==> src/hdl/tsc_pkg.sv <==
`default_nettype none

package tsc_pkg;

    localparam int TextBytes = 65536;
    localparam logic [15:0] OffsetMax =
        (TextBytes - 1 < 65535) ? 16'(TextBytes - 1) : 16'hFFFF;

    localparam int QueueDepth = 4;
    localparam int QueuePtrW  = $clog2(QueueDepth);

    typedef enum logic [2:0] {
        MODE_IDLE,
        MODE_OP,
        MODE_WORD,
        MODE_NUM,
        MODE_DOT,
        MODE_CHAR1,
        MODE_CHAR2,
        MODE_STR
    } scan_mode_t;

    typedef enum logic [5:0] {
        KIND_EOF,
        KIND_ERROR,
        KIND_LET,
        KIND_VAR,
        KIND_TRUE,
        KIND_FALSE,
        KIND_IDENT,
        KIND_INT,
        KIND_FLOAT,
        KIND_STRING,
        KIND_CHAR,
        KIND_SEMI,
        KIND_LPAREN,
        KIND_RPAREN,
        KIND_LBRACE,
        KIND_RBRACE,
        KIND_ASSIGN,
        KIND_EQ,
        KIND_PLUS,
        KIND_PLUS_EQ,
        KIND_INC,
        KIND_MINUS,
        KIND_MINUS_EQ,
        KIND_DEC,
        KIND_STAR,
        KIND_STAR_EQ,
        KIND_SLASH,
        KIND_SLASH_EQ,
        KIND_PERCENT,
        KIND_PERCENT_EQ,
        KIND_LT,
        KIND_LE,
        KIND_GT,
        KIND_GE
    } token_kind_t;

    typedef enum logic [1:0] {
        ERR_NONE,
        ERR_CHAR,
        ERR_STRING,
        ERR_UNEXPECTED
    } error_kind_t;

    typedef struct packed {
        token_kind_t kind;
        error_kind_t err;
        logic [15:0] start;
        logic [15:0] len;
        logic [15:0] line;
    } token_t;

    typedef struct packed {
        token_t tok_a;
        token_t tok_b;
        logic   a_valid;
        logic   b_valid;
    } entry_t;

endpackage

`default_nettype wire

==> src/hdl/tsc_if.sv <==
`default_nettype none

interface tsc_byte_if;
    logic       valid;
    logic       ready;
    logic [7:0] char_code;

    modport source (output valid, output char_code, input ready);
    modport sink (input valid, input char_code, output ready);
endinterface

interface tsc_token_if;
    logic        valid;
    logic        ready;
    logic [5:0]  token_kind;
    logic [1:0]  error_kind;
    logic [15:0] start_offset;
    logic [15:0] token_length;
    logic [15:0] line_number;
    logic        last_of_run;

    modport source (output valid, output token_kind, output error_kind, output start_offset,
                    output token_length, output line_number, output last_of_run,
                    input ready);
    modport sink (input valid, input token_kind, input error_kind, input start_offset,
                  input token_length, input line_number, input last_of_run,
                  output ready);
endinterface

interface tsc_cfg_if;
    logic        valid;
    logic        ready;
    logic [15:0] first_line;

    modport source (output valid, output first_line, input ready);
    modport sink (input valid, input first_line, output ready);
endinterface

`default_nettype wire

==> src/hdl/token_scanner_top.sv <==
// A byte's tokens pass a queue entry, hold_reg and out_reg before they are offered.
// Throughput: one byte per cycle while the queue has room; a byte that closes one
// token and emits another yields two tokens, sent in turn via the output register.
// The four-entry queue between scanner and token sender absorbs those bursts.
// Reset: scanner idle, offsets zero, line count and first line register at 1,
// queue and output empty.
`default_nettype none

module token_scanner_top (
    input  wire logic    clk,
    input  wire logic    rst_n,
    tsc_cfg_if.sink      cfg,
    tsc_byte_if.sink     text,
    tsc_token_if.source  tokens
);

    logic            push;
    logic            pop;
    logic            full;
    logic            empty;
    tsc_pkg::entry_t push_entry;
    tsc_pkg::entry_t head;

    tsc_front u_front (
        .clk        (clk),
        .rst_n      (rst_n),
        .cfg        (cfg),
        .text       (text),
        .queue_full (full),
        .push       (push),
        .entry      (push_entry)
    );

    tsc_queue u_queue (
        .clk        (clk),
        .rst_n      (rst_n),
        .push       (push),
        .push_entry (push_entry),
        .full       (full),
        .pop        (pop),
        .pop_entry  (head),
        .empty      (empty)
    );

    tsc_back u_back (
        .clk    (clk),
        .rst_n  (rst_n),
        .empty  (empty),
        .head   (head),
        .pop    (pop),
        .tokens (tokens)
    );

endmodule

`default_nettype wire

==> src/hdl/tsc_front.sv <==
`default_nettype none

module tsc_front (
    input  wire logic      clk,
    input  wire logic      rst_n,
    tsc_cfg_if.sink        cfg,
    tsc_byte_if.sink       text,
    input  wire logic      queue_full,
    output logic           push,
    output tsc_pkg::entry_t entry
);

    localparam logic [7:0] CH_NUL     = 8'h00;
    localparam logic [7:0] CH_TAB     = 8'h09;
    localparam logic [7:0] CH_LF      = 8'h0A;
    localparam logic [7:0] CH_CR      = 8'h0D;
    localparam logic [7:0] CH_SPACE   = 8'h20;
    localparam logic [7:0] CH_DQUOTE  = 8'h22;
    localparam logic [7:0] CH_PERCENT = 8'h25;
    localparam logic [7:0] CH_SQUOTE  = 8'h27;
    localparam logic [7:0] CH_LPAREN  = 8'h28;
    localparam logic [7:0] CH_RPAREN  = 8'h29;
    localparam logic [7:0] CH_STAR    = 8'h2A;
    localparam logic [7:0] CH_PLUS    = 8'h2B;
    localparam logic [7:0] CH_MINUS   = 8'h2D;
    localparam logic [7:0] CH_DOT     = 8'h2E;
    localparam logic [7:0] CH_SLASH   = 8'h2F;
    localparam logic [7:0] CH_D0      = 8'h30;
    localparam logic [7:0] CH_D9      = 8'h39;
    localparam logic [7:0] CH_SEMI    = 8'h3B;
    localparam logic [7:0] CH_LT      = 8'h3C;
    localparam logic [7:0] CH_EQ      = 8'h3D;
    localparam logic [7:0] CH_GT      = 8'h3E;
    localparam logic [7:0] CH_UA      = 8'h41;
    localparam logic [7:0] CH_UZ      = 8'h5A;
    localparam logic [7:0] CH_UNDER   = 8'h5F;
    localparam logic [7:0] CH_LA      = 8'h61;
    localparam logic [7:0] CH_LZ      = 8'h7A;
    localparam logic [7:0] CH_LBRACE  = 8'h7B;
    localparam logic [7:0] CH_RBRACE  = 8'h7D;

    localparam logic [2:0] OP_PLUS  = 3'd1;
    localparam logic [2:0] OP_MINUS = 3'd2;

    localparam logic [39:0] WORD_LET   = 40'h00_006C_6574;
    localparam logic [39:0] WORD_VAR   = 40'h00_0076_6172;
    localparam logic [39:0] WORD_TRUE  = 40'h00_7472_7565;
    localparam logic [39:0] WORD_FALSE = 40'h66_616C_7365;

    function automatic tsc_pkg::token_kind_t op_single(input logic [2:0] p);
        tsc_pkg::token_kind_t k;
        case (p)
            3'd0:    k = tsc_pkg::KIND_ASSIGN;
            3'd1:    k = tsc_pkg::KIND_PLUS;
            3'd2:    k = tsc_pkg::KIND_MINUS;
            3'd3:    k = tsc_pkg::KIND_STAR;
            3'd4:    k = tsc_pkg::KIND_SLASH;
            3'd5:    k = tsc_pkg::KIND_PERCENT;
            3'd6:    k = tsc_pkg::KIND_LT;
            default: k = tsc_pkg::KIND_GT;
        endcase
        return k;
    endfunction

    function automatic tsc_pkg::token_kind_t op_with_eq(input logic [2:0] p);
        tsc_pkg::token_kind_t k;
        case (p)
            3'd0:    k = tsc_pkg::KIND_EQ;
            3'd1:    k = tsc_pkg::KIND_PLUS_EQ;
            3'd2:    k = tsc_pkg::KIND_MINUS_EQ;
            3'd3:    k = tsc_pkg::KIND_STAR_EQ;
            3'd4:    k = tsc_pkg::KIND_SLASH_EQ;
            3'd5:    k = tsc_pkg::KIND_PERCENT_EQ;
            3'd6:    k = tsc_pkg::KIND_LE;
            default: k = tsc_pkg::KIND_GE;
        endcase
        return k;
    endfunction

    function automatic logic is_digit(input logic [7:0] ch);
        return (ch >= CH_D0) && (ch <= CH_D9);
    endfunction

    function automatic logic is_word(input logic [7:0] ch);
        return ((ch >= CH_LA) && (ch <= CH_LZ)) || ((ch >= CH_UA) && (ch <= CH_UZ))
            || is_digit(ch) || (ch == CH_UNDER);
    endfunction

    tsc_pkg::scan_mode_t mode_reg, mode_next;
    logic [15:0] start_reg, start_next;
    logic [15:0] offset_reg, offset_next;
    logic [15:0] line_reg, line_next;
    logic [15:0] first_line_reg;
    logic [2:0]  pend_reg, pend_next;
    logic [39:0] prefix_reg, prefix_next;
    logic        dot_reg, dot_next;

    logic        accept;
    logic [7:0]  ch;
    logic [15:0] span;
    logic [15:0] inner;
    logic        fresh;
    logic        restart;
    logic        bump;
    logic        op_hit;
    logic [2:0]  op_idx;
    tsc_pkg::token_t tok_a, tok_b;
    logic        a_valid, b_valid;

    assign ch     = text.char_code;
    assign accept = text.valid && text.ready;
    assign span   = (offset_reg > start_reg) ? offset_reg - start_reg : 16'd0;
    assign inner  = (start_reg != 16'hFFFF) ? start_reg + 16'd1 : 16'hFFFF;

    always_comb
    begin
        mode_next   = mode_reg;
        start_next  = start_reg;
        offset_next = offset_reg;
        line_next   = line_reg;
        pend_next   = pend_reg;
        prefix_next = prefix_reg;
        dot_next    = dot_reg;
        tok_a       = '0;
        tok_b       = '0;
        tok_a.line  = line_reg;
        tok_b.line  = line_reg;
        a_valid     = 1'b0;
        b_valid     = 1'b0;
        fresh       = 1'b0;
        restart     = 1'b0;
        bump        = 1'b0;
        op_hit      = 1'b0;
        op_idx      = 3'd0;

        unique case (mode_reg)
            tsc_pkg::MODE_OP:
            begin
                a_valid     = 1'b1;
                tok_a.start = start_reg;
                tok_a.len   = 16'd2;
                mode_next   = tsc_pkg::MODE_IDLE;
                if (ch == CH_EQ) begin
                    tok_a.kind = op_with_eq(pend_reg);
                end else if (ch == CH_PLUS && pend_reg == OP_PLUS) begin
                    tok_a.kind = tsc_pkg::KIND_INC;
                end else if (ch == CH_MINUS && pend_reg == OP_MINUS) begin
                    tok_a.kind = tsc_pkg::KIND_DEC;
                end else begin
                    tok_a.kind = op_single(pend_reg);
                    tok_a.len  = 16'd1;
                    fresh      = 1'b1;
                end
            end
            tsc_pkg::MODE_WORD:
            begin
                if (is_word(ch)) begin
                    prefix_next = {prefix_reg[31:0], ch};
                end else begin
                    a_valid     = 1'b1;
                    tok_a.start = start_reg;
                    tok_a.len   = span;
                    if (span == 16'd3 && prefix_reg == WORD_LET) begin
                        tok_a.kind = tsc_pkg::KIND_LET;
                    end else if (span == 16'd3 && prefix_reg == WORD_VAR) begin
                        tok_a.kind = tsc_pkg::KIND_VAR;
                    end else if (span == 16'd4 && prefix_reg == WORD_TRUE) begin
                        tok_a.kind = tsc_pkg::KIND_TRUE;
                    end else if (span == 16'd5 && prefix_reg == WORD_FALSE) begin
                        tok_a.kind = tsc_pkg::KIND_FALSE;
                    end else begin
                        tok_a.kind = tsc_pkg::KIND_IDENT;
                    end
                    fresh = 1'b1;
                end
            end
            tsc_pkg::MODE_NUM:
            begin
                if (ch == CH_DOT) begin
                    dot_next = 1'b1;
                end else if (!is_digit(ch)) begin
                    a_valid     = 1'b1;
                    tok_a.kind  = dot_reg ? tsc_pkg::KIND_FLOAT : tsc_pkg::KIND_INT;
                    tok_a.start = start_reg;
                    tok_a.len   = span;
                    fresh       = 1'b1;
                end
            end
            tsc_pkg::MODE_DOT:
            begin
                if (is_digit(ch)) begin
                    mode_next = tsc_pkg::MODE_NUM;
                    dot_next  = 1'b1;
                end else begin
                    a_valid     = 1'b1;
                    tok_a.kind  = tsc_pkg::KIND_ERROR;
                    tok_a.err   = tsc_pkg::ERR_UNEXPECTED;
                    tok_a.start = start_reg;
                    tok_a.len   = 16'd1;
                    fresh       = 1'b1;
                end
            end
            tsc_pkg::MODE_CHAR1:
            begin
                if (ch == CH_NUL) begin
                    a_valid     = 1'b1;
                    tok_a.kind  = tsc_pkg::KIND_ERROR;
                    tok_a.err   = tsc_pkg::ERR_CHAR;
                    tok_a.start = start_reg;
                    tok_a.len   = span;
                    fresh       = 1'b1;
                end else begin
                    mode_next = tsc_pkg::MODE_CHAR2;
                end
            end
            tsc_pkg::MODE_CHAR2:
            begin
                a_valid = 1'b1;
                if (ch == CH_SQUOTE) begin
                    tok_a.kind  = tsc_pkg::KIND_CHAR;
                    tok_a.start = inner;
                    tok_a.len   = 16'd1;
                    mode_next   = tsc_pkg::MODE_IDLE;
                end else begin
                    tok_a.kind  = tsc_pkg::KIND_ERROR;
                    tok_a.err   = tsc_pkg::ERR_CHAR;
                    tok_a.start = start_reg;
                    tok_a.len   = span;
                    fresh       = 1'b1;
                end
            end
            tsc_pkg::MODE_STR:
            begin
                if (ch == CH_DQUOTE) begin
                    a_valid     = 1'b1;
                    tok_a.kind  = tsc_pkg::KIND_STRING;
                    tok_a.start = inner;
                    tok_a.len   = (span != 16'd0) ? span - 16'd1 : 16'd0;
                    mode_next   = tsc_pkg::MODE_IDLE;
                end else if (ch == CH_NUL) begin
                    a_valid     = 1'b1;
                    tok_a.kind  = tsc_pkg::KIND_ERROR;
                    tok_a.err   = tsc_pkg::ERR_STRING;
                    tok_a.start = start_reg;
                    tok_a.len   = span;
                    fresh       = 1'b1;
                end else if (ch == CH_LF) begin
                    bump = 1'b1;
                end
            end
            default:
            begin
                fresh = 1'b1;
            end
        endcase

        // rescan the current byte from idle
        if (fresh) begin
            mode_next   = tsc_pkg::MODE_IDLE;
            tok_b.start = offset_reg;
            tok_b.len   = 16'd1;
            case (ch) inside
                CH_NUL:
                begin
                    b_valid    = 1'b1;
                    tok_b.kind = tsc_pkg::KIND_EOF;
                    tok_b.len  = 16'd0;
                    restart    = 1'b1;
                end
                CH_SPACE, CH_CR, CH_TAB: ;
                CH_LF:     bump = 1'b1;
                CH_SEMI:   begin b_valid = 1'b1; tok_b.kind = tsc_pkg::KIND_SEMI;   end
                CH_LPAREN: begin b_valid = 1'b1; tok_b.kind = tsc_pkg::KIND_LPAREN; end
                CH_RPAREN: begin b_valid = 1'b1; tok_b.kind = tsc_pkg::KIND_RPAREN; end
                CH_LBRACE: begin b_valid = 1'b1; tok_b.kind = tsc_pkg::KIND_LBRACE; end
                CH_RBRACE: begin b_valid = 1'b1; tok_b.kind = tsc_pkg::KIND_RBRACE; end
                CH_EQ:      begin op_hit = 1'b1; op_idx = 3'd0; end
                CH_PLUS:    begin op_hit = 1'b1; op_idx = 3'd1; end
                CH_MINUS:   begin op_hit = 1'b1; op_idx = 3'd2; end
                CH_STAR:    begin op_hit = 1'b1; op_idx = 3'd3; end
                CH_SLASH:   begin op_hit = 1'b1; op_idx = 3'd4; end
                CH_PERCENT: begin op_hit = 1'b1; op_idx = 3'd5; end
                CH_LT:      begin op_hit = 1'b1; op_idx = 3'd6; end
                CH_GT:      begin op_hit = 1'b1; op_idx = 3'd7; end
                CH_SQUOTE:
                begin
                    start_next = offset_reg;
                    mode_next  = tsc_pkg::MODE_CHAR1;
                end
                CH_DQUOTE:
                begin
                    start_next = offset_reg;
                    mode_next  = tsc_pkg::MODE_STR;
                end
                [CH_D0:CH_D9]:
                begin
                    start_next = offset_reg;
                    mode_next  = tsc_pkg::MODE_NUM;
                    dot_next   = 1'b0;
                end
                CH_DOT:
                begin
                    start_next = offset_reg;
                    mode_next  = tsc_pkg::MODE_DOT;
                end
                [CH_LA:CH_LZ], [CH_UA:CH_UZ], CH_UNDER:
                begin
                    start_next  = offset_reg;
                    mode_next   = tsc_pkg::MODE_WORD;
                    prefix_next = {32'd0, ch};
                end
                default:
                begin
                    start_next = offset_reg;
                    b_valid    = 1'b1;
                    tok_b.kind = tsc_pkg::KIND_ERROR;
                    tok_b.err  = tsc_pkg::ERR_UNEXPECTED;
                end
            endcase
            if (op_hit) begin
                start_next = offset_reg;
                mode_next  = tsc_pkg::MODE_OP;
                pend_next  = op_idx;
            end
        end

        if (bump && line_reg != 16'hFFFF) begin
            line_next = line_reg + 16'd1;
        end

        if (restart) begin
            mode_next   = tsc_pkg::MODE_IDLE;
            start_next  = '0;
            offset_next = '0;
            line_next   = first_line_reg;
            pend_next   = '0;
            prefix_next = '0;
            dot_next    = 1'b0;
        end else if (offset_reg < tsc_pkg::OffsetMax) begin
            offset_next = offset_reg + 16'd1;
        end
    end

    assign text.ready    = !queue_full;
    assign cfg.ready     = 1'b1;
    assign push          = accept && (a_valid || b_valid);
    assign entry.tok_a   = tok_a;
    assign entry.tok_b   = tok_b;
    assign entry.a_valid = a_valid;
    assign entry.b_valid = b_valid;

    always_ff @(posedge clk or negedge rst_n)
    begin
        if (!rst_n) begin
            mode_reg       <= tsc_pkg::MODE_IDLE;
            start_reg      <= '0;
            offset_reg     <= '0;
            line_reg       <= 16'd1;
            first_line_reg <= 16'd1;
            pend_reg       <= '0;
            prefix_reg     <= '0;
            dot_reg        <= 1'b0;
        end else begin
            if (cfg.valid && cfg.ready) begin
                first_line_reg <= cfg.first_line;
            end
            if (accept) begin
                mode_reg   <= mode_next;
                start_reg  <= start_next;
                offset_reg <= offset_next;
                line_reg   <= line_next;
                pend_reg   <= pend_next;
                prefix_reg <= prefix_next;
                dot_reg    <= dot_next;
            end else if (cfg.valid && cfg.ready && offset_reg == 16'd0
                         && mode_reg == tsc_pkg::MODE_IDLE) begin
                line_reg <= cfg.first_line;
            end
        end
    end

endmodule

`default_nettype wire

==> src/hdl/tsc_queue.sv <==
`default_nettype none

module tsc_queue (
    input  wire logic             clk,
    input  wire logic             rst_n,
    input  wire logic             push,
    input  wire tsc_pkg::entry_t  push_entry,
    output logic                  full,
    input  wire logic             pop,
    output tsc_pkg::entry_t       pop_entry,
    output logic                  empty
);

    tsc_pkg::entry_t mem [tsc_pkg::QueueDepth];

    logic [tsc_pkg::QueuePtrW-1:0] wr_ptr_reg;
    logic [tsc_pkg::QueuePtrW-1:0] rd_ptr_reg;
    logic [tsc_pkg::QueuePtrW:0]   count_reg, count_next;

    assign full      = (count_reg == (tsc_pkg::QueuePtrW + 1)'(tsc_pkg::QueueDepth));
    assign empty     = (count_reg == '0);
    assign pop_entry = mem[rd_ptr_reg];

    always_comb
    begin
        count_next = count_reg;
        if (push && !pop) begin
            count_next = count_reg + (tsc_pkg::QueuePtrW + 1)'(1);
        end else if (pop && !push) begin
            count_next = count_reg - (tsc_pkg::QueuePtrW + 1)'(1);
        end
    end

    always_ff @(posedge clk)
    begin
        if (push) begin
            mem[wr_ptr_reg] <= push_entry;
        end
    end

    always_ff @(posedge clk or negedge rst_n)
    begin
        if (!rst_n) begin
            wr_ptr_reg <= '0;
            rd_ptr_reg <= '0;
            count_reg  <= '0;
        end else begin
            if (push) begin
                wr_ptr_reg <= wr_ptr_reg + (tsc_pkg::QueuePtrW)'(1);
            end
            if (pop) begin
                rd_ptr_reg <= rd_ptr_reg + (tsc_pkg::QueuePtrW)'(1);
            end
            count_reg <= count_next;
        end
    end

    a_count_bound: assert property (@(posedge clk) disable iff (!rst_n)
        count_reg <= (tsc_pkg::QueuePtrW + 1)'(tsc_pkg::QueueDepth))
        else $error("queue count above depth");

    a_no_overflow: assert property (@(posedge clk) disable iff (!rst_n)
        push |-> (!full || pop))
        else $error("push into full queue");

    a_no_underflow: assert property (@(posedge clk) disable iff (!rst_n)
        pop |-> !empty)
        else $error("pop from empty queue");

    a_push_only: assert property (@(posedge clk) disable iff (!rst_n)
        (push && !pop) |=> (count_reg == $past(count_reg) + (tsc_pkg::QueuePtrW + 1)'(1)))
        else $error("count did not advance on push");

    a_items_valid: assert property (@(posedge clk) disable iff (!rst_n)
        push |-> (push_entry.a_valid || push_entry.b_valid))
        else $error("empty entry pushed");

endmodule

`default_nettype wire

==> src/hdl/tsc_back.sv <==
`default_nettype none

module tsc_back (
    input  wire logic             clk,
    input  wire logic             rst_n,
    input  wire logic             empty,
    input  wire tsc_pkg::entry_t  head,
    output logic                  pop,
    tsc_token_if.source           tokens
);

    tsc_pkg::entry_t hold_reg;
    logic            hold_a_reg;
    logic            hold_b_reg;
    tsc_pkg::token_t out_reg;
    logic            out_last_reg;
    logic            out_valid_reg;

    logic            out_free;
    logic            take;
    logic            rem_a;
    logic            rem_b;
    tsc_pkg::token_t sel_tok;
    logic            sel_last;

    assign out_free = !out_valid_reg || tokens.ready;
    assign take     = out_free && (hold_a_reg || hold_b_reg);
    assign rem_a    = hold_a_reg && !take;
    assign rem_b    = hold_b_reg && !(take && !hold_a_reg);
    assign sel_tok  = hold_a_reg ? hold_reg.tok_a : hold_reg.tok_b;
    assign sel_last = hold_a_reg ? !hold_b_reg : 1'b1;
    assign pop      = !empty && !rem_a && !rem_b;

    assign tokens.valid        = out_valid_reg;
    assign tokens.token_kind   = out_reg.kind;
    assign tokens.error_kind   = out_reg.err;
    assign tokens.start_offset = out_reg.start;
    assign tokens.token_length = out_reg.len;
    assign tokens.line_number  = out_reg.line;
    assign tokens.last_of_run  = out_last_reg;

    always_ff @(posedge clk or negedge rst_n)
    begin
        if (!rst_n) begin
            hold_a_reg    <= 1'b0;
            hold_b_reg    <= 1'b0;
            out_valid_reg <= 1'b0;
        end else begin
            if (pop) begin
                hold_a_reg <= head.a_valid;
                hold_b_reg <= head.b_valid;
            end else begin
                hold_a_reg <= rem_a;
                hold_b_reg <= rem_b;
            end
            if (take) begin
                out_valid_reg <= 1'b1;
            end else if (tokens.ready) begin
                out_valid_reg <= 1'b0;
            end
        end
    end

    always_ff @(posedge clk)
    begin
        if (pop) begin
            hold_reg <= head;
        end
        if (take) begin
            out_reg      <= sel_tok;
            out_last_reg <= sel_last;
        end
    end

endmodule

`default_nettype wire

==> src/flat_wrapper.sv <==
// flat-port wrapper written by rule: the top's interface ports become plain ports
module token_scanner_top_flat 
  (clk, rst_n, cfg_valid, cfg_first_line, cfg_ready, text_valid, text_char_code, text_ready, tokens_valid, tokens_token_kind, tokens_error_kind, tokens_start_offset, tokens_token_length, tokens_line_number, tokens_last_of_run, tokens_ready);
  tsc_cfg_if cfg_i ();
  tsc_byte_if text_i ();
  tsc_token_if tokens_i ();
  input  wire logic clk;
  input  wire logic rst_n;
  input wire logic [$bits(cfg_i.valid)-1:0] cfg_valid;
  input wire logic [$bits(cfg_i.first_line)-1:0] cfg_first_line;
  output wire logic [$bits(cfg_i.ready)-1:0] cfg_ready;
  input wire logic [$bits(text_i.valid)-1:0] text_valid;
  input wire logic [$bits(text_i.char_code)-1:0] text_char_code;
  output wire logic [$bits(text_i.ready)-1:0] text_ready;
  output wire logic [$bits(tokens_i.valid)-1:0] tokens_valid;
  output wire logic [$bits(tokens_i.token_kind)-1:0] tokens_token_kind;
  output wire logic [$bits(tokens_i.error_kind)-1:0] tokens_error_kind;
  output wire logic [$bits(tokens_i.start_offset)-1:0] tokens_start_offset;
  output wire logic [$bits(tokens_i.token_length)-1:0] tokens_token_length;
  output wire logic [$bits(tokens_i.line_number)-1:0] tokens_line_number;
  output wire logic [$bits(tokens_i.last_of_run)-1:0] tokens_last_of_run;
  input wire logic [$bits(tokens_i.ready)-1:0] tokens_ready;
  assign cfg_i.valid = cfg_valid;
  assign cfg_i.first_line = cfg_first_line;
  assign cfg_ready = cfg_i.ready;
  assign text_i.valid = text_valid;
  assign text_i.char_code = text_char_code;
  assign text_ready = text_i.ready;
  assign tokens_valid = tokens_i.valid;
  assign tokens_token_kind = tokens_i.token_kind;
  assign tokens_error_kind = tokens_i.error_kind;
  assign tokens_start_offset = tokens_i.start_offset;
  assign tokens_token_length = tokens_i.token_length;
  assign tokens_line_number = tokens_i.line_number;
  assign tokens_last_of_run = tokens_i.last_of_run;
  assign tokens_i.ready = tokens_ready;
  token_scanner_top u_core (.clk(clk), .rst_n(rst_n), .cfg(cfg_i), .text(text_i), .tokens(tokens_i));
endmodule
==> config.mk <==
export PLATFORM = sky130hd
export DESIGN_NAME = token_scanner_top_flat
export DESIGN_NICKNAME = d
export VERILOG_FILES = /design/src/hdl/tsc_pkg.sv /design/src/hdl/tsc_if.sv /design/src/hdl/token_scanner_top.sv /design/src/hdl/tsc_front.sv /design/src/hdl/tsc_queue.sv /design/src/hdl/tsc_back.sv /design/src/flat_wrapper.sv
export SDC_FILE = /design/constraint.sdc
export NUM_CORES = 1
export LEC_CHECK = 0
export BUFFER_PORTS_ARGS = -buffer_cell sky130_fd_sc_hd__buf_2
export CAP_MARGIN = 0
export CORE_ASPECT_RATIO = 0.75
export CORE_UTILIZATION = 35
export CTS_BUF_LIST = sky130_fd_sc_hd__clkbuf_8
export DETAILED_ROUTE_END_ITERATION = 8
export SLEW_MARGIN = 10
export SYNTH_ARGS = -nofsm -noshare
export SYNTH_HDL_FRONTEND = slang
export SYNTH_SLANG_ARGS = --single-unit
==> constraint.sdc <==
create_clock -name clk -period 8.8 [get_ports clk]
set_clock_uncertainty 0.1 [all_clocks]
set_input_delay 0.88 -clock clk [delete_from_list [all_inputs] [get_ports clk]]
set_output_delay 0.88 -clock clk [all_outputs]
set_load 0.1 [all_outputs]
; Word level (Yosys, flattened, before mapping)
; Memory sizes are Yosys's and may differ from the RTL's.
; Index checks and enable logic that the tools add are counted.
[op_classes]
add_sub_neg = 9
n_lt_le_gt_ge = 8
eq_ne = 65
mux = 269
reduce_logical = 60
[ops]
columns = cell, n
row1 = $mux W40, 25
row2 = $mux W16, 30
row3 = $pmux W32 S7, 1
row4 = $mux W32, 5
row5 = $mux W3, 48
row6 = $pmux W6 S7, 3
row7 = $eq A8 B6 Y1 const B, 15
row8 = $mux W35, 3
row9 = $mux W1, 102
row10 = $eq A40 B23 Y1 const B, 2
row11 = $mux W56, 1
row12 = $mux W2, 25
row13 = $add A16 B1 Y16 const B, 3
row14 = $mux W4, 12
row15 = $mux W6, 8
row16 = $ne A3 B2 Y1 const B, 15
row17 = $eq A40 B31 Y1 const B, 1
row18 = $eq A40 B39 Y1 const B, 1
row19 = $mux W38, 1
row20 = $eq A16 B3 Y1 const B, 2
row21 = $ne A16 B16 Y1 const B, 2
row22 = $eq A3 B3 Y1 const B, 8
row23 = $eq A8 B4 Y1 const B, 3
row24 = $eq A8 B7 Y1 const B, 3
row25 = 37 further kinds, 92
[word_totals]
reg_bits = 290
ram_bits = 448
inputBits = 29
output_inout_bits = 60
word_cells = 442
memories = 1
[mem_list]
columns = name, depth, word_bits, rd, rd_ports_with_merged_regs, write_ports, line_no
row1 = u_core.u_queue.mem, 4, 112, 1, 0, 1, tsc_queue.sv:14  ; tsc_pkg::entry_t mem [tsc_pkg::QueueDepth];

; Logic depth before layout (Yosys ltp)
[depth]
depth_word = 31
depth_mapped = 19
ltp_nobuf = 18

; Cells and area by module
; A second synthesis with hierarchy kept.
[unflattened]
hier_cells = 2008
hier_area_um2 = 31903.1
[by_module_without_submodules]
columns = mod, n_inst, cells_each, area_each_um2, seq_area_each_um2
row1 = tsc_queue, 1, 630, 16814.9, 13868.3
row2 = tsc_front, 1, 1129, 8886.0, 2780.2
row3 = tsc_back, 1, 249, 6202.2, 5149.9

; Worst setup path before layout
; No wires, ideal clock.
[synth_path]
path_type = in2reg
start = input port text_char_code[4]
end = memory u_core.u_queue.mem[0][0] (netlist name) (enable)
setup_time_ps = 519
arrival_ps = 6337
required_ps = 8181
slack_ps = 1844
path_stages = 10
n_path_buf = 2
cell_sequence = buf_6 > or3_1 > clkbuf_1 > nor4_4 > nand2_2 > a21boi_2 > nor4_4 > or3_1 > a21o_1 > nor2_1
[synth_via]
elab_chain_cells = 29
elab_cells_between_ends = 76
cone_classes = order compare: 6 / eq/ne: 21 / mux: 36 / reduce/logical: 13
[synth_rtl]
columns = item, line_no
row1 = from (decl), flat_wrapper.sv:13  ; input wire logic [$bits(text_i.char_code)-1:0] text_char_code;
row2 = $ge A8 B7 Y1 / $le A8 B7 Y1 (equally long branches), tsc_front.sv:85  ; return ((ch >= CH_LA) && (ch <= CH_LZ)) || ((ch >= CH_UA) && (ch <= CH_UZ))
row3 = $logic_and A1 B1 Y1, tsc_front.sv:85
row4 = $reduce_or A3 Y1, tsc_front.sv:262  ; case (ch) inside
row5 = $mux W1 (21 in series), tsc_front.sv:262
row6 = $mux W1, tsc_front.sv:258  ; if (fresh) begin
row7 = $logic_or A1 B1 Y1 (*), tsc_front.sv:346  ; assign push = accept && (a_valid || b_valid);
row8 = $logic_and A1 B1 Y1 (*), tsc_front.sv:346
row9 = $mux W1 (*), tsc_queue.sv:36  ; if (push) begin
row10 = $mux W1 (implied by the code) (*), tsc_queue.sv:37  ; mem[wr_ptr_reg] <= push_entry;
row11 = to (decl), tsc_queue.sv:14
; Mark *: on every way between the ends. The rest lies on a longest branch, timed or not.

==> key figures <==
Place
  • Post-DP HPWL: 37,500 microns
  • Placed Area: 26,500 sq um
  • Number of port buffers: 87
  • GP Congestion: 0.874
  • Pre-CTS WS: 2.98 ns

Critical path
  • Worst path arrival time: 5.50 ns
  • Worst EP required: 9.10 ns
  • Critical path class: register to register
  • Max FO, Critical Path: 19
  • Setup crit end kind: register
  • Critical Path Start Type: register

STA
  • RSZ-0062 raised after global routing: no
  • Final Critical Period: 5.20 ns
  • Slew headroom: 0.200
  • Slew Limit Fails: 0
  • Min Hold Slack: 0.210 ns
  • TNS Setup: 0 ns
  • Maximum clock frequency: 0.192 GHz
  • Setup violations, final: 0
  • Period utilisation layout: 0.591
  • PnR worst setup slack: 3.60 ns
  • Worst-Margin Slew: 1.19 ns
  • Fin. Hold Viols: 0

Global route
  • Largest net degree at the start of global routing: 71
  • Number of global-route vias before repair: 14,885
  • First-pass GRT wire length: 88,600 microns
  • Initial antenna violation count: 3
  • Gr ovfl total: 0
  • GRT Total Usage: 0.158

Synth
  • Proportion of synthesized chip area in sequential cells: 0.663
  • Mean Syn Cell Area: 14.4 sq um
  • Synthesized cell area: 25,200 sq um
  • Mapped Cells: 1,747
  • Most area-hungry cell type in the Yosys netlist: edfxtp_1
  • EDFF count, synth: 455
  • YS warnings: 0
  • Main flop type after synthesis: edfxtp_1
  • Post-synth top area share: 0.543
  • Unique cell type count in the Yosys netlist: 98
  • Flop and latch count out of synthesis: 576
  • Synth area leaders: edfxtp_1 (54%), dfrtp_1 (12%), mux4_2 (7.2%)
  • Async S/R FF share, synth: 0.210
  • Synthesized Nets: 1,807

Routing
  • DRT Pass-1 Iters: 6
  • Final wirelength: 57,900 microns
  • Initial DRC count: 1,288
  • Antenna-violating nets left: 0
  • Vias per inst: 5.25
  • Total number of vias: 14,979
  • DRC: 0
  • Drt wl/cell: 20.3 microns

Finish
  • Max reg flops: 320
  • Design area: 28,300 sq um
  • Layout cells sized above 1: 0.200
  • Commonest non-fill, non-tap cell in the layout: edfxtp_1
  • Fill cell count: 6,518
  • Layout Nets: 1,891
  • Area Growth Syn to Fin: 12.6%
  • Most frequent cells in the layout: edfxtp_1 (455), nand2_1 (141), dfrtp_1 (116), clkbuf_8 (102), nor2_1 (101)

Floorplan
  • Core area: 70,600 sq um
  • Die area: 73,000 sq um
  • Die width: 312 microns
  • # rows: 84
  • Initial Util: 0.356
  • Die height: 234 microns
  • # IOs: 89

Clock tree
  • Root cell of the clock tree: clkbuf_8
  • Post-cts sizing count: 0
  • Clk pin slew, worst setup/hold paths: 0.07 ns
  • Post-CTS repair timing setup buffer count: 0
  • TritonCTS clock tree: built
  • Post-CTS Hold Buffers: 0
  • Clock Tree Buf Depth: 3
  • CTS Buf Count: 91
  • Clk sink count: 576
  • Worst skew pair latency: 0.70 ns
  • CTS HTree Levels: 3

Power and ir drop
  • Worst vdd ir: 0.000212 V
  • Power Dens Cells: 381 nW/um^2
  • Leak: 10.2 nW

Job
  • Max Cap Viol: 0

Min path
  • Tightest Hold Check Type: primary input to async pin

Run status
  • Run status: finished, final reports clean
[metal layers]
metal / vias up / global-route usage / share of wire
li1: 6920 / - / -
met5: - / 0 / 0
met3: 114 / 0.0321 / 0.047
met1: 7586 / 0.235 / 0.49
met4: 0 / 0.0512 / 0.026
met2: 359 / 0.231 / 0.43
[worst max-delay path, stage by stage, from the launching register on]
cell and delay, ns:
dfrtp_1 0.43, inv_1 0.14, ha_1 0.24, inv_1 0.08, fa_1 0.21, nand3_1 0.15
a21oi_1 0.37, o21a_1 0.21, nor2_1 0.09, nor2_2 0.59, nand2_1 0.29, ha_1 0.29
and3_1 0.18, a31oi_1 0.89, a21oi_1 0.15, o21ai_0 0.50
[kinds of logic after synthesis]
| kind of cell | count (synthesis) | share of synthesized area |
|---|---|---|
| compound gates | 348 | 0.0942 |
| xor+xnor | 32 | 0.0111 |
| fa+ha+maj | 31 | 0.0160 |
| buf+inv | 152 | 0.0248 |
| flops | 576 | 0.663 |
| mux | 129 | 0.0930 |
| other cells | 1 | 0.000149 |
| simple gates | 478 | 0.0976 |
[final timing paths]
path                       cells after the start                    startpoint                                    to  slack [ns]
setup reg to reg                              15  u_core.u_front.offset_reg[0]             u_core.u_queue.mem[3][84]        3.60
max in group asynchronous                      2                         rst_n          u_core.u_queue.rd_ptr_reg[1]        6.96
hold reg to reg                                0    u_core.u_back.hold_reg[71]  u_core.u_back.tokens.line_number[13]        0.32
min in group clk                               0    u_core.u_back.hold_reg[71]  u_core.u_back.tokens.line_number[13]        0.32
hold / removal                                 1                         rst_n     u_core.u_front.first_line_reg[13]        0.21
setup / recovery                              15  u_core.u_front.offset_reg[0]             u_core.u_queue.mem[3][84]        3.60
[cell usage after synthesis, drive strengths merged, types with 24 or more instances]
cell	number
mux2	39
clkbuf	81
a22o	40
and3	24
and2	26
ha	29
edfxtp	455
nand3	34
nor2	108
inv	39
dfrtp	119
o21ai	110
buf	31
a21oi	57
mux4	80
nand2	142
[area by class of cell]
class,instances,area (sq um),share of cell area
antenna,2,5.00,0.000177
clock buffer,102,1400,0.0495
clock inverter,67,390,0.0138
inverter,40,150,0.00530
multi-input combinational,1019,7910,0.279
sequential,576,16700,0.589
tap,946,1180,0.0418
timing repair buffer,103,596,0.0210
[where the power goes]
group | switching, mW | internal (mW)
Sequential | 0.461 | 4.04
Clock | 1.07 | 1.16
Combinational | 2.83 | 1.25
Total | 4.36 | 6.44
[per-stage QoR]
step	std cells	util	total power, mW
floorplan	1747	-	7.65
global placement	2684	0.376	8.57
detailed placement	2684	0.376	8.66
CTS	2853	0.401	10.9
global route	2854	0.401	11.4
finish	2855	0.401	10.8
No activity file was read; power rests on OpenSTA's default activity.
